`src/rtl/fucr_pkg.sv`:
```
// Shared constants, command table and types of the framed command recognizer.
package fucr_pkg;

    localparam int BUFFER_BYTES = 64;
    localparam int ADDR_W       = $clog2(BUFFER_BYTES);
    localparam int FC_W         = $clog2(BUFFER_BYTES + 2);
    localparam int BYTE_W       = 8;
    localparam int CMD_W        = 4;
    localparam int PLEN_W       = 6;
    localparam int CFG_IDX_W    = 1;
    localparam int NUM_CMDS     = 9;
    localparam int NUM_EXACT    = 6;
    localparam int TEXT_MAX     = 13;
    localparam int SCAN_LEN     = TEXT_MAX + 1;
    localparam int IDX_W        = $clog2(SCAN_LEN);

    localparam logic [BYTE_W-1:0] START_CHAR_RESET = 8'd60;
    localparam logic [BYTE_W-1:0] END_CHAR_RESET   = 8'd62;

    typedef enum logic [CFG_IDX_W-1:0] {
        REG_START_CHAR,
        REG_END_CHAR
    } cfg_reg_t;

    typedef enum logic [CMD_W-1:0] {
        CMD_LED_ON,
        CMD_LED_OFF,
        CMD_BEEP_ON,
        CMD_BEEP_OFF,
        CMD_GET_DATETIME,
        CMD_GET_ALARM,
        CMD_SET_DATE,
        CMD_SET_TIME,
        CMD_SET_ALARM
    } cmd_t;

    localparam logic [8*TEXT_MAX-1:0] CMD_TEXT [NUM_CMDS] = '{
        (8*TEXT_MAX)'("led on"),
        (8*TEXT_MAX)'("led off"),
        (8*TEXT_MAX)'("beep on"),
        (8*TEXT_MAX)'("beep off"),
        (8*TEXT_MAX)'("get datetime"),
        (8*TEXT_MAX)'("get alarmtime"),
        (8*TEXT_MAX)'("set date"),
        (8*TEXT_MAX)'("set time"),
        (8*TEXT_MAX)'("set alarm")
    };

    localparam logic [IDX_W-1:0] CMD_LEN [NUM_CMDS] = '{
        4'd6, 4'd7, 4'd7, 4'd8, 4'd12, 4'd13, 4'd8, 4'd8, 4'd9
    };

    typedef struct packed {
        logic              vld;
        logic [IDX_W-1:0]  idx;
        logic [BYTE_W-1:0] data;
    } scan_t;

    typedef struct packed {
        logic              hit;
        cmd_t              cmd;
        logic [PLEN_W-1:0] plen;
        logic [ADDR_W-1:0] pos;
    } match_t;

endpackage

```
`src/rtl/fucr_ram.sv`:
```
// Generic single-port-write, single-port-read RAM with registered read data.
module fucr_ram #(
    parameter int WIDTH = 8,
    parameter int DEPTH = 64
) (
    input  logic                     aclk,
    input  logic                     wr_en,
    input  logic [$clog2(DEPTH)-1:0] wr_addr,
    input  logic [WIDTH-1:0]         wr_data,
    input  logic                     rd_en,
    input  logic [$clog2(DEPTH)-1:0] rd_addr,
    output logic [WIDTH-1:0]         rd_data
);

    logic [WIDTH-1:0] mem [DEPTH];
    logic [WIDTH-1:0] rd_data_reg;

    always_ff @(posedge aclk) begin
        if (wr_en) begin
            mem[wr_addr] <= wr_data;
        end
        if (rd_en) begin
            rd_data_reg <= mem[rd_addr];
        end
    end

    assign rd_data = rd_data_reg;

endmodule

```
`src/rtl/fucr_match.sv`:
```
// Candidate flags narrowed one text position per cycle, priority pick and payload length.
module fucr_match (
    input  logic                     aclk,
    input  logic                     aresetn,
    input  logic                     clear,
    input  fucr_pkg::scan_t          scan,
    input  logic [fucr_pkg::FC_W-1:0] frame_count,
    output fucr_pkg::match_t         result
);

    logic [fucr_pkg::NUM_CMDS-1:0] flags_reg;
    logic [fucr_pkg::NUM_CMDS-1:0] flags_next;
    logic [fucr_pkg::CMD_W-1:0]    found;
    logic                          hit;
    logic [fucr_pkg::FC_W-1:0]     need;

    always_comb begin
        logic [fucr_pkg::IDX_W-1:0]   pos;
        logic [fucr_pkg::IDX_W+2:0]   base;
        logic                         ok;
        pos        = '0;
        base       = '0;
        ok         = 1'b1;
        flags_next = flags_reg;
        if (clear) begin
            flags_next = '1;
        end else if (scan.vld) begin
            for (int c = 0; c < fucr_pkg::NUM_CMDS; c++) begin
                pos  = fucr_pkg::CMD_LEN[c] - 1'b1 - scan.idx;
                base = {pos, 3'b000};
                if (scan.idx < fucr_pkg::CMD_LEN[c]) begin
                    ok = (scan.data == fucr_pkg::CMD_TEXT[c][base +: fucr_pkg::BYTE_W]);
                end else if (c < fucr_pkg::NUM_EXACT && scan.idx == fucr_pkg::CMD_LEN[c]) begin
                    ok = (scan.data == '0);
                end else begin
                    ok = 1'b1;
                end
                flags_next[c] = flags_reg[c] & ok;
            end
        end
    end

    always_ff @(posedge aclk) begin
        if (!aresetn) begin
            flags_reg <= '1;
        end else begin
            flags_reg <= flags_next;
        end
    end

    always_comb begin
        hit   = 1'b0;
        found = '0;
        for (int c = fucr_pkg::NUM_CMDS - 1; c >= 0; c--) begin
            if (flags_reg[c]) begin
                hit   = 1'b1;
                found = fucr_pkg::CMD_W'(c);
            end
        end
    end

    assign need = fucr_pkg::FC_W'(fucr_pkg::CMD_LEN[found]) + 1'b1;

    always_comb begin
        result.hit  = hit;
        result.cmd  = fucr_pkg::cmd_t'(found);
        result.pos  = fucr_pkg::ADDR_W'(fucr_pkg::CMD_LEN[found]);
        result.plen = '0;
        if (found >= fucr_pkg::CMD_W'(fucr_pkg::NUM_EXACT) && frame_count >= need) begin
            result.plen = fucr_pkg::PLEN_W'(frame_count - need);
        end
    end

endmodule

```
`src/rtl/framed_uart_command_recognizer_top.sv`:
```
// Top level: frame collection into the text RAM, command scan and payload streaming.
// Flow: in idle one byte is taken per cycle; the end byte starts the scan, drain and decide
// states, after which an exact result is loaded into the output register.
// Payload bytes then pass a RAM read state and an output load state each, plus m_ready stalls;
// input is held until the last result is loaded.
// Reset: closes any frame, chars return to '<' and '>'; a fill mark masks stale RAM text to zero.
module framed_uart_command_recognizer_top (
    input  logic                             aclk,
    input  logic                             aresetn,
    input  logic                             s_valid,
    output logic                             s_ready,
    input  logic [fucr_pkg::BYTE_W-1:0]      s_rx_byte,
    output logic                             m_valid,
    input  logic                             m_ready,
    output logic [fucr_pkg::CMD_W-1:0]       m_command,
    output logic [fucr_pkg::PLEN_W-1:0]      m_payload_length,
    output logic [fucr_pkg::BYTE_W-1:0]      m_payload_byte,
    output logic                             m_last,
    input  logic                             cfg_valid,
    output logic                             cfg_ready,
    input  logic [fucr_pkg::CFG_IDX_W-1:0]   cfg_index,
    input  logic [fucr_pkg::BYTE_W-1:0]      cfg_data
);

    typedef enum logic [2:0] {
        ST_IDLE,
        ST_SCAN,
        ST_DRAIN,
        ST_DECIDE,
        ST_READ,
        ST_SEND
    } state_t;

    state_t                        state_reg, state_next;
    logic [fucr_pkg::BYTE_W-1:0]   start_char_reg, start_char_next;
    logic [fucr_pkg::BYTE_W-1:0]   end_char_reg, end_char_next;
    logic [fucr_pkg::FC_W-1:0]     fc_reg, fc_next;
    logic [fucr_pkg::FC_W-1:0]     hw_reg, hw_next;
    logic [fucr_pkg::IDX_W-1:0]    idx_reg, idx_next;
    logic                          scan_vld_reg, scan_vld_next;
    logic [fucr_pkg::IDX_W-1:0]    scan_idx_reg, scan_idx_next;
    logic [fucr_pkg::ADDR_W-1:0]   pos_reg, pos_next;
    logic [fucr_pkg::PLEN_W-1:0]   rem_reg, rem_next;
    logic [fucr_pkg::PLEN_W-1:0]   plen_reg, plen_next;
    logic [fucr_pkg::CMD_W-1:0]    cmd_reg, cmd_next;
    logic                          m_valid_reg, m_valid_next;
    logic [fucr_pkg::CMD_W-1:0]    m_command_reg, m_command_next;
    logic [fucr_pkg::PLEN_W-1:0]   m_payload_length_reg, m_payload_length_next;
    logic [fucr_pkg::BYTE_W-1:0]   m_payload_byte_reg, m_payload_byte_next;
    logic                          m_last_reg, m_last_next;

    logic                          in_fire;
    logic                          out_free;
    logic                          wr_en;
    logic [fucr_pkg::ADDR_W-1:0]   wr_addr;
    logic                          rd_en;
    logic [fucr_pkg::ADDR_W-1:0]   rd_addr;
    logic [fucr_pkg::BYTE_W-1:0]   rd_data;
    logic                          scan_clear;
    fucr_pkg::scan_t               scan;
    fucr_pkg::match_t              result;

    assign s_ready   = (state_reg == ST_IDLE);
    assign cfg_ready = 1'b1;
    assign in_fire   = s_valid && s_ready;
    assign out_free  = !m_valid_reg || m_ready;

    assign wr_en = in_fire && (s_rx_byte != start_char_reg) && (s_rx_byte != end_char_reg)
                   && (fc_reg != '0)
                   && (fc_reg <= fucr_pkg::FC_W'(fucr_pkg::BUFFER_BYTES));
    assign wr_addr = fucr_pkg::ADDR_W'(fc_reg - 1'b1);
    assign rd_en   = (state_reg == ST_SCAN) || (state_reg == ST_READ);
    assign rd_addr = (state_reg == ST_SCAN) ? fucr_pkg::ADDR_W'(idx_reg) : pos_reg;

    assign scan_clear = in_fire && (s_rx_byte != start_char_reg) && (s_rx_byte == end_char_reg);
    assign scan.vld   = scan_vld_reg;
    assign scan.idx   = scan_idx_reg;
    assign scan.data  = (fucr_pkg::FC_W'(scan_idx_reg) < hw_reg) ? rd_data : '0;

    fucr_ram #(
        .WIDTH(fucr_pkg::BYTE_W),
        .DEPTH(fucr_pkg::BUFFER_BYTES)
    ) u_text_ram (
        .aclk    (aclk),
        .wr_en   (wr_en),
        .wr_addr (wr_addr),
        .wr_data (s_rx_byte),
        .rd_en   (rd_en),
        .rd_addr (rd_addr),
        .rd_data (rd_data)
    );

    fucr_match u_match (
        .aclk        (aclk),
        .aresetn     (aresetn),
        .clear       (scan_clear),
        .scan        (scan),
        .frame_count (fc_reg),
        .result      (result)
    );

    always_comb begin
        state_next            = state_reg;
        start_char_next       = start_char_reg;
        end_char_next         = end_char_reg;
        fc_next               = fc_reg;
        hw_next               = hw_reg;
        idx_next              = idx_reg;
        scan_vld_next         = 1'b0;
        scan_idx_next         = scan_idx_reg;
        pos_next              = pos_reg;
        rem_next              = rem_reg;
        plen_next             = plen_reg;
        cmd_next              = cmd_reg;
        m_valid_next          = m_valid_reg && !m_ready;
        m_command_next        = m_command_reg;
        m_payload_length_next = m_payload_length_reg;
        m_payload_byte_next   = m_payload_byte_reg;
        m_last_next           = m_last_reg;

        if (cfg_valid && cfg_ready) begin
            unique case (cfg_index)
                fucr_pkg::REG_START_CHAR: start_char_next = cfg_data;
                fucr_pkg::REG_END_CHAR:   end_char_next   = cfg_data;
                default: ;
            endcase
        end

        unique case (state_reg)
            ST_IDLE: begin
                if (in_fire) begin
                    if (s_rx_byte == start_char_reg) begin
                        fc_next = fucr_pkg::FC_W'(1);
                    end else if (s_rx_byte == end_char_reg) begin
                        idx_next   = '0;
                        state_next = ST_SCAN;
                    end else if (wr_en) begin
                        fc_next = fc_reg + 1'b1;
                        if (fc_reg > hw_reg) begin
                            hw_next = fc_reg;
                        end
                    end
                end
            end
            ST_SCAN: begin
                scan_vld_next = 1'b1;
                scan_idx_next = idx_reg;
                idx_next      = idx_reg + 1'b1;
                if (idx_reg == fucr_pkg::IDX_W'(fucr_pkg::SCAN_LEN - 1)) begin
                    state_next = ST_DRAIN;
                end
            end
            ST_DRAIN: begin
                state_next = ST_DECIDE;
            end
            ST_DECIDE: begin
                if (!result.hit) begin
                    fc_next    = '0;
                    hw_next    = '0;
                    state_next = ST_IDLE;
                end else if (result.plen == '0) begin
                    if (out_free) begin
                        m_valid_next          = 1'b1;
                        m_command_next        = result.cmd;
                        m_payload_length_next = '0;
                        m_payload_byte_next   = '0;
                        m_last_next           = 1'b1;
                        fc_next               = '0;
                        hw_next               = '0;
                        state_next            = ST_IDLE;
                    end
                end else begin
                    cmd_next   = result.cmd;
                    plen_next  = result.plen;
                    rem_next   = result.plen;
                    pos_next   = result.pos;
                    state_next = ST_READ;
                end
            end
            ST_READ: begin
                state_next = ST_SEND;
            end
            ST_SEND: begin
                if (out_free) begin
                    m_valid_next          = 1'b1;
                    m_command_next        = cmd_reg;
                    m_payload_length_next = plen_reg;
                    m_payload_byte_next   = rd_data;
                    m_last_next           = (rem_reg == fucr_pkg::PLEN_W'(1));
                    pos_next              = pos_reg + 1'b1;
                    rem_next              = rem_reg - 1'b1;
                    if (rem_reg == fucr_pkg::PLEN_W'(1)) begin
                        fc_next    = '0;
                        hw_next    = '0;
                        state_next = ST_IDLE;
                    end else begin
                        state_next = ST_READ;
                    end
                end
            end
            default: state_next = ST_IDLE;
        endcase
    end

    always_ff @(posedge aclk) begin
        idx_reg              <= idx_next;
        scan_idx_reg         <= scan_idx_next;
        pos_reg              <= pos_next;
        rem_reg              <= rem_next;
        plen_reg             <= plen_next;
        cmd_reg              <= cmd_next;
        m_command_reg        <= m_command_next;
        m_payload_length_reg <= m_payload_length_next;
        m_payload_byte_reg   <= m_payload_byte_next;
        m_last_reg           <= m_last_next;
        if (!aresetn) begin
            state_reg      <= ST_IDLE;
            start_char_reg <= fucr_pkg::START_CHAR_RESET;
            end_char_reg   <= fucr_pkg::END_CHAR_RESET;
            fc_reg         <= '0;
            hw_reg         <= '0;
            scan_vld_reg   <= 1'b0;
            m_valid_reg    <= 1'b0;
        end else begin
            state_reg      <= state_next;
            start_char_reg <= start_char_next;
            end_char_reg   <= end_char_next;
            fc_reg         <= fc_next;
            hw_reg         <= hw_next;
            scan_vld_reg   <= scan_vld_next;
            m_valid_reg    <= m_valid_next;
        end
    end

    assign m_valid          = m_valid_reg;
    assign m_command        = m_command_reg;
    assign m_payload_length = m_payload_length_reg;
    assign m_payload_byte   = m_payload_byte_reg;
    assign m_last           = m_last_reg;

endmodule

```
`config.mk`:
```
export PLATFORM = sky130hd
export DESIGN_NAME = framed_uart_command_recognizer_top
export DESIGN_NICKNAME = d
export VERILOG_FILES = /design/src/rtl/fucr_pkg.sv /design/src/rtl/fucr_ram.sv /design/src/rtl/fucr_match.sv /design/src/rtl/framed_uart_command_recognizer_top.sv
export SDC_FILE = /design/constraint.sdc
export NUM_CORES = 1
export LEC_CHECK = 0
export BUFFER_PORTS_ARGS = -buffer_cell sky130_fd_sc_hd__clkbuf_2
export CORE_UTILIZATION = 30
export CTS_BUF_LIST = sky130_fd_sc_hd__clkbuf_4 sky130_fd_sc_hd__clkbuf_8
export DETAILED_ROUTE_END_ITERATION = 10
export GPL_ROUTABILITY_DRIVEN = 0
export HOLD_SLACK_MARGIN = 0.1
export MAX_ROUTING_LAYER = met4
export PLACE_DENSITY_LB_ADDON = 0.3
export RECOVER_POWER = 50
export SLEW_MARGIN = 20
export SYNTH_ARGS = -nofsm -noshare
export SYNTH_HDL_FRONTEND = slang
export SYNTH_SLANG_ARGS = --single-unit
```
`constraint.sdc`:
```
create_clock -name aclk -period 10.25 [get_ports aclk]
set_clock_uncertainty 0.05 [all_clocks]
set_input_delay 1.025 -clock aclk [delete_from_list [all_inputs] [get_ports aclk]]
set_output_delay 1.025 -clock aclk [all_outputs]
set_load 0.01 [all_outputs]
```
After elaboration in Yosys (flattened, before gate mapping)
Memories as Yosys holds them, arrays and structs flattened. A register that Yosys moved wholly into a read port is not among the register bits.
Cells that the tools add are included.

operators by class
  add/sub/neg operators = 13
  mux-type cells = 120
  bitwise logic cells = 13
  order comparisons = 12
  equality and inequality tests = 43
  shift-type cells = 9
  reduce and logical (&&, ||, !) cells = 29

operators by type and width
  kind                        number
  $shiftx A104 B8 Y8 const A  9
  $mux W7                     14
  $eq A8 B8 Y1                11
  $mux W4                     18
  $mux W6                     12
  $mux W1                     51
  $pmux W7 S3                 2
  $mux W8                     5
  $pmux W6 S2                 3
  $mux W3                     9
  $pmux W3 S6                 1
  $eq A4 B4 Y1 const B        4
  $lt A4 B4 Y1 const B        4
  $ne A8 B8 Y1                2
  $pmux W4 S2                 2
  $pmux W8 S2                 1
  $ne A2 B2 Y1 const B        7
  $ne A2 B1 Y1 const B        6
  $sub A3 B4 Y4 const A       3
  $sub A4 B4 Y4 const A       3
  $sub A6 B1 Y6 const B       2
  $reduce_and A10 Y1          1
  $and A1 B1 Y1               9
  $eq A4 B3 Y1 const B        2
  other kinds (39)            58

storage, ports and cells
  logic and storage cells = 259
  memory bits (read-only) = 64
  input bits = 22
  memory bits (writable) = 512
  bits in registers = 93
  memories kept = 2

memories
  memory            depth  bits a word  rd ports  clocked after memory_dff  wr ports  RTL line          text
  u_text_ram.mem    64     8            1         1                         1         fucr_ram.sv:15    logic [WIDTH-1:0] mem [DEPTH];
  (name not given)  16     4            1         0                         0         fucr_match.sv:62  assign need = fucr_pkg::FC_W'(fucr_pkg::CMD_LEN[found]) + 1'b1;

Longest topological paths before layout
  depth in word-level cells = 21
  gate-level depth with buffers = 22

By module
Synthesis repeated with hierarchy kept, for this count alone.

unflattened totals
  cells, all modules = 1813
  area total of the unflattened synthesis = 27502.6 um2

by module, submodules not included
  module                              cells an instance  times used  area each (um2)
  fucr_ram                            972                1           20270.7
  framed_uart_command_recognizer_top  424                1           4312.9
  fucr_match                          417                1           2919.0

Worst setup path before layout
No wires, ideal clock.

  path kind = reg-to-reg
  start = reg u_match.flags_reg[6] (netlist name)
  end = reg m_command_reg (netlist bit m_command[0]), enable pin
  slack = 5579 ps
  arrival time = 4227 ps
  data required time = 9805 ps
  buffers on the path = 0
  period minus slack after synthesis = 4671 ps
  cell stages (with the launch flop) = 21
  cell sequence = dfxtp_1 > inv_1 > a21oi_1 > nor2_1 > nor2_1 > nor2_1 > o21bai_1 > inv_1 > ha_1 > o21ai_0 > inv_1 > ha_1 > inv_1 > fa_1 > and3_2 > or3_4 > a221oi_2 > nor3b_2 > or4_4 > a21oi_1 > nor2_1

RTL lines
  what                    RTL line                                   text
  start, declared         fucr_match.sv:11                           logic [fucr_pkg::NUM_CMDS-1:0] flags_reg;
  start signal, assigned  fucr_match.sv:47                           flags_reg <= flags_next;
  end signal, assigned    framed_uart_command_recognizer_top.sv:212  m_command_reg <= m_command_next;
  end, declared           framed_uart_command_recognizer_top.sv:47   logic [fucr_pkg::CMD_W-1:0] m_command_reg, m_command_next;

Final worst setup path
  start = in s_rx_byte[6] (netlist name)
  end = mem u_text_ram.mem[12][7], enable pin

on the way
  longest elaborated chain between the ends = 7

ends and longest elaborated chain
  what                               RTL line                                  text
  start, declared                    framed_uart_command_recognizer_top.sv:12  input logic [fucr_pkg::BYTE_W-1:0] s_rx_byte,
  $ne A8 B8 Y1                       framed_uart_command_recognizer_top.sv:68  assign wr_en = in_fire && (s_rx_byte != start_char_reg) && (s_rx_byte != end_char_reg)
  $logic_and A1 B1 Y1                framed_uart_command_recognizer_top.sv:68
  $logic_and A1 B1 Y1 (*)            framed_uart_command_recognizer_top.sv:68
  $logic_and A1 B1 Y1 (*)            framed_uart_command_recognizer_top.sv:69  && (fc_reg != '0)
  $logic_and A1 B1 Y1 (*)            framed_uart_command_recognizer_top.sv:70  && (fc_reg <= fucr_pkg::FC_W'(fucr_pkg::BUFFER_BYTES));
  $mux W1 (*)                        fucr_ram.sv:19                            if (wr_en) begin
  $mux W1 (not written as such) (*)  fucr_ram.sv:20                            mem[wr_addr] <= wr_data;
  end, declared                      fucr_ram.sv:15

Mark *: on every way between the ends. The rest lies on a longest branch, timed or not.

==> impl_metrics.toml <==
[route]
via_per_inst = 5.15
drc = 0
drt_iter0_drc = 1903
wire_per_inst_um = 20.9
num_vias = 19519
drtAntennaViolNets = 0
dr.pass1.iters = 5
drt_wl_total_mm = 79.2

[die]
num_rows = 111
dieArea_um2 = 94300
core-area_um2 = 91900
start_util_pct = 30.4
die_w_um = 307
die_h_um = 307
pin_count = 44

[sta]
hold_viol = 0
tns_ns = 0
finalMaxSlewViolations = 495
grt_setup_unrepaired = "no"
fin_crit_sh_pct = 60.6
max_freq_mhz = 161
setup_viol = 0
post-route-min-period_ns = 6.21
worst_slack_ns = 4.04
relSlewSlack_pct = -150
worstMarginPinSlew_ns = 3.75

[global_routing]
grt_pass1_vias = 18907
grt_first_pass_wirelength_mm = 119
use_met3_pct = 2.84
antenna_found_initial = 3
grt_start_max_net_pins = 149
track_usage_pct = 17.1
grtUsageMet1_pct = 22.4
grt.busiest_layer = "met2"
overflow = 0
use_met2_pct = 27.0

[logic_synthesis]
synth_edf_count = 569
synthArstFlopShare_pct = 0
synth.largest_area_cell = "edfxtp_1"
synthFlopType = "edfxtp_1"
netlist.area_leader.share_pct = 61.2
syn_avg_cell_area_um2 = 11.5
synth.most_common_cell = "edfxtp_1"
synth.distinct_cells = 92
synth.area.top_cells = "edfxtp_1 61%, nand2_1 7.6%, nand3_1 4.1%"
seq_area_frac_synth_pct = 64.3
synth_seq_cells = 613
synthCells = 2432
ys_warn_count = 0
synthesis.nets = 2510
synth_common_cells = "569 x edfxtp_1, 566 x nand2_1, 228 x nand3_1"
netlist_area_um2 = 27900

[power_and_ir_drop]
power_leakage_nw = 10.7
pwr-share-clk_pct = 41.8
ir_drop_mv = 0.0953
p_seq_share_pct = 55.4
p_comb_share_pct = 2.7
swShare_pct = 22.4
powerDensity_nw_per_um2 = 160
intPower_mw = 3.86
switching_power_mw = 1.11

[cts]
clkTransAtPathRegs_ns = 0.06
cts_hold_buffers = 0
htreeDepth = 3
numCtsBuffers = 100
cts.sinks = 613
insertion_delay_ns = 0.72
clockRootBuffer = "clkbuf_8"
clk_path_buf_depth = 3
postCtsSetupRepairBufs = 0
cts_tree = "done"
cts_resized = 0

[final_layout]
fin_nets = 2540
largest_reg_flops = 512
synthToLayoutAreaGrowth_pct = 11.5
layout-drive-gt1-share_pct = 9.21

[placed_design]
dp_worst_setup_slack_ns = 5.04
io_buffers = 42
hpwl_mm = 49.3

[worst_hold_path]
holdPathEnd = "end_char_reg[6]"
min-delay-start = "end_char_reg[6]"
min_path_cells = 2
hold_class = "reg2reg"

[worst_setup_path]
arrival_ns = 6.46
path_class = "in2reg"
timing.rr.start = "state_reg[1]"
r2r_cells = 10
reg2reg_to = "u_text_ram.rd_data[5]"
crit_required_ns = 10.50
crit_path_end_kind = "flop"
cp_max_fo = 66
regToRegSetupSlack_ns = 5.02
critPathLaunchType = "input port"

[flow_run]
timing.max_cap.violations = 10

[outcome]
violations = "max-capacitance violations, max-slew violations"
status = "finished with violations"
cells in the final DEF, fill, tap and decap left out, types with 32 or more instances in the layout:
cell and count:
ha_1 55, clkbuf_8 103, and3_1 33, dfxtp_1 44, nor2_1 155, nand2_1 566, a31oi_1 47, nand3_1 228
o21ai_0 63, clkbuf_1 38, inv_1 42, edfxtp_1 569, xor2_1 32, a21oi_1 65, mux2i_1 40, nand4_1 42
worst max-delay path by stage:
stage / startpoint / endpoint / cells past startpoint
global placement: u_match.flags_reg[6] / pos_reg[1] / 19
CTS: u_match.flags_reg[6] / pos_reg[3] / 19
global route: s_rx_byte[6] / u_text_ram.mem[0][1] / 10
floorplan: u_match.flags_reg[6] / m_command[0] / 20
finish: s_rx_byte[6] / u_text_ram.mem[12][7] / 10
detailed placement: u_match.flags_reg[6] / pos_reg[2] / 19
power by group through the flow:
stage	clock network, mW	logic, mW	registers (mW)
floorplan	0	0.0619	2.80
global placement	0	0.134	2.80
detailed placement	0	0.138	2.80
CTS	2.13	0.138	2.75
global route	2.23	0.145	2.75
finish	2.08	0.134	2.76
area by class of cell:
class                   count  area [µm²]
diodes                      2        5.00
clock buffers             129        1610
flip-flops and latches    613       18000
well taps                1243        1560
inverters                  42         158
repair buffers             71         363
clock inverters            53         322
multi-input cells        1634        9150
fillers                  9204       60800
per-layer routing:
layer	up-vias	part of all wire [%]
li1	8971	-
met1	9584	43
met2	811	47
met3	153	6.9
met4	0	2.8
met5	-	0
metrics by stage:
step	instance area [µm²]	hold slack (ns)	power, mW	std cells	utilization (%)
2_1_floorplan	27900	0.398	2.86	2432	-
3_3_place_gp	29300	0.415	2.94	3603	31.8
3_5_place_dp	29300	0.422	2.94	3603	31.8
4_1_cts	31200	0.437	5.02	3785	33.9
5_1_grt	31100	0.453	5.13	3787	33.9
6_report	31100	0.431	4.97	3787	33.9
cells by family (layout without fill, tap and decap cells):
logic type	Yosys count	after routing	share of synthesized area [%]
buf+inv	185	295	3.12
flops	613	613	64.3
mux	48	48	1.75
simple gates	1136	1136	18.3
compound gates	331	331	8.01
fa+ha+maj	56	56	2.54
xor+xnor	62	62	1.94
other cells	1	3	0.0134
critical path, cell delays in order:
cell      delay [ns]
clkbuf_2        0.07
clkbuf_1        2.61
xor2_1          0.22
nor4_1          0.10
nand2_1         0.08
and3_4          0.20
nand3_1         0.25
nor2_1          0.36
nand3_1         0.67
nor2_1          0.83
No activity file was read; power rests on OpenSTA's default activity.
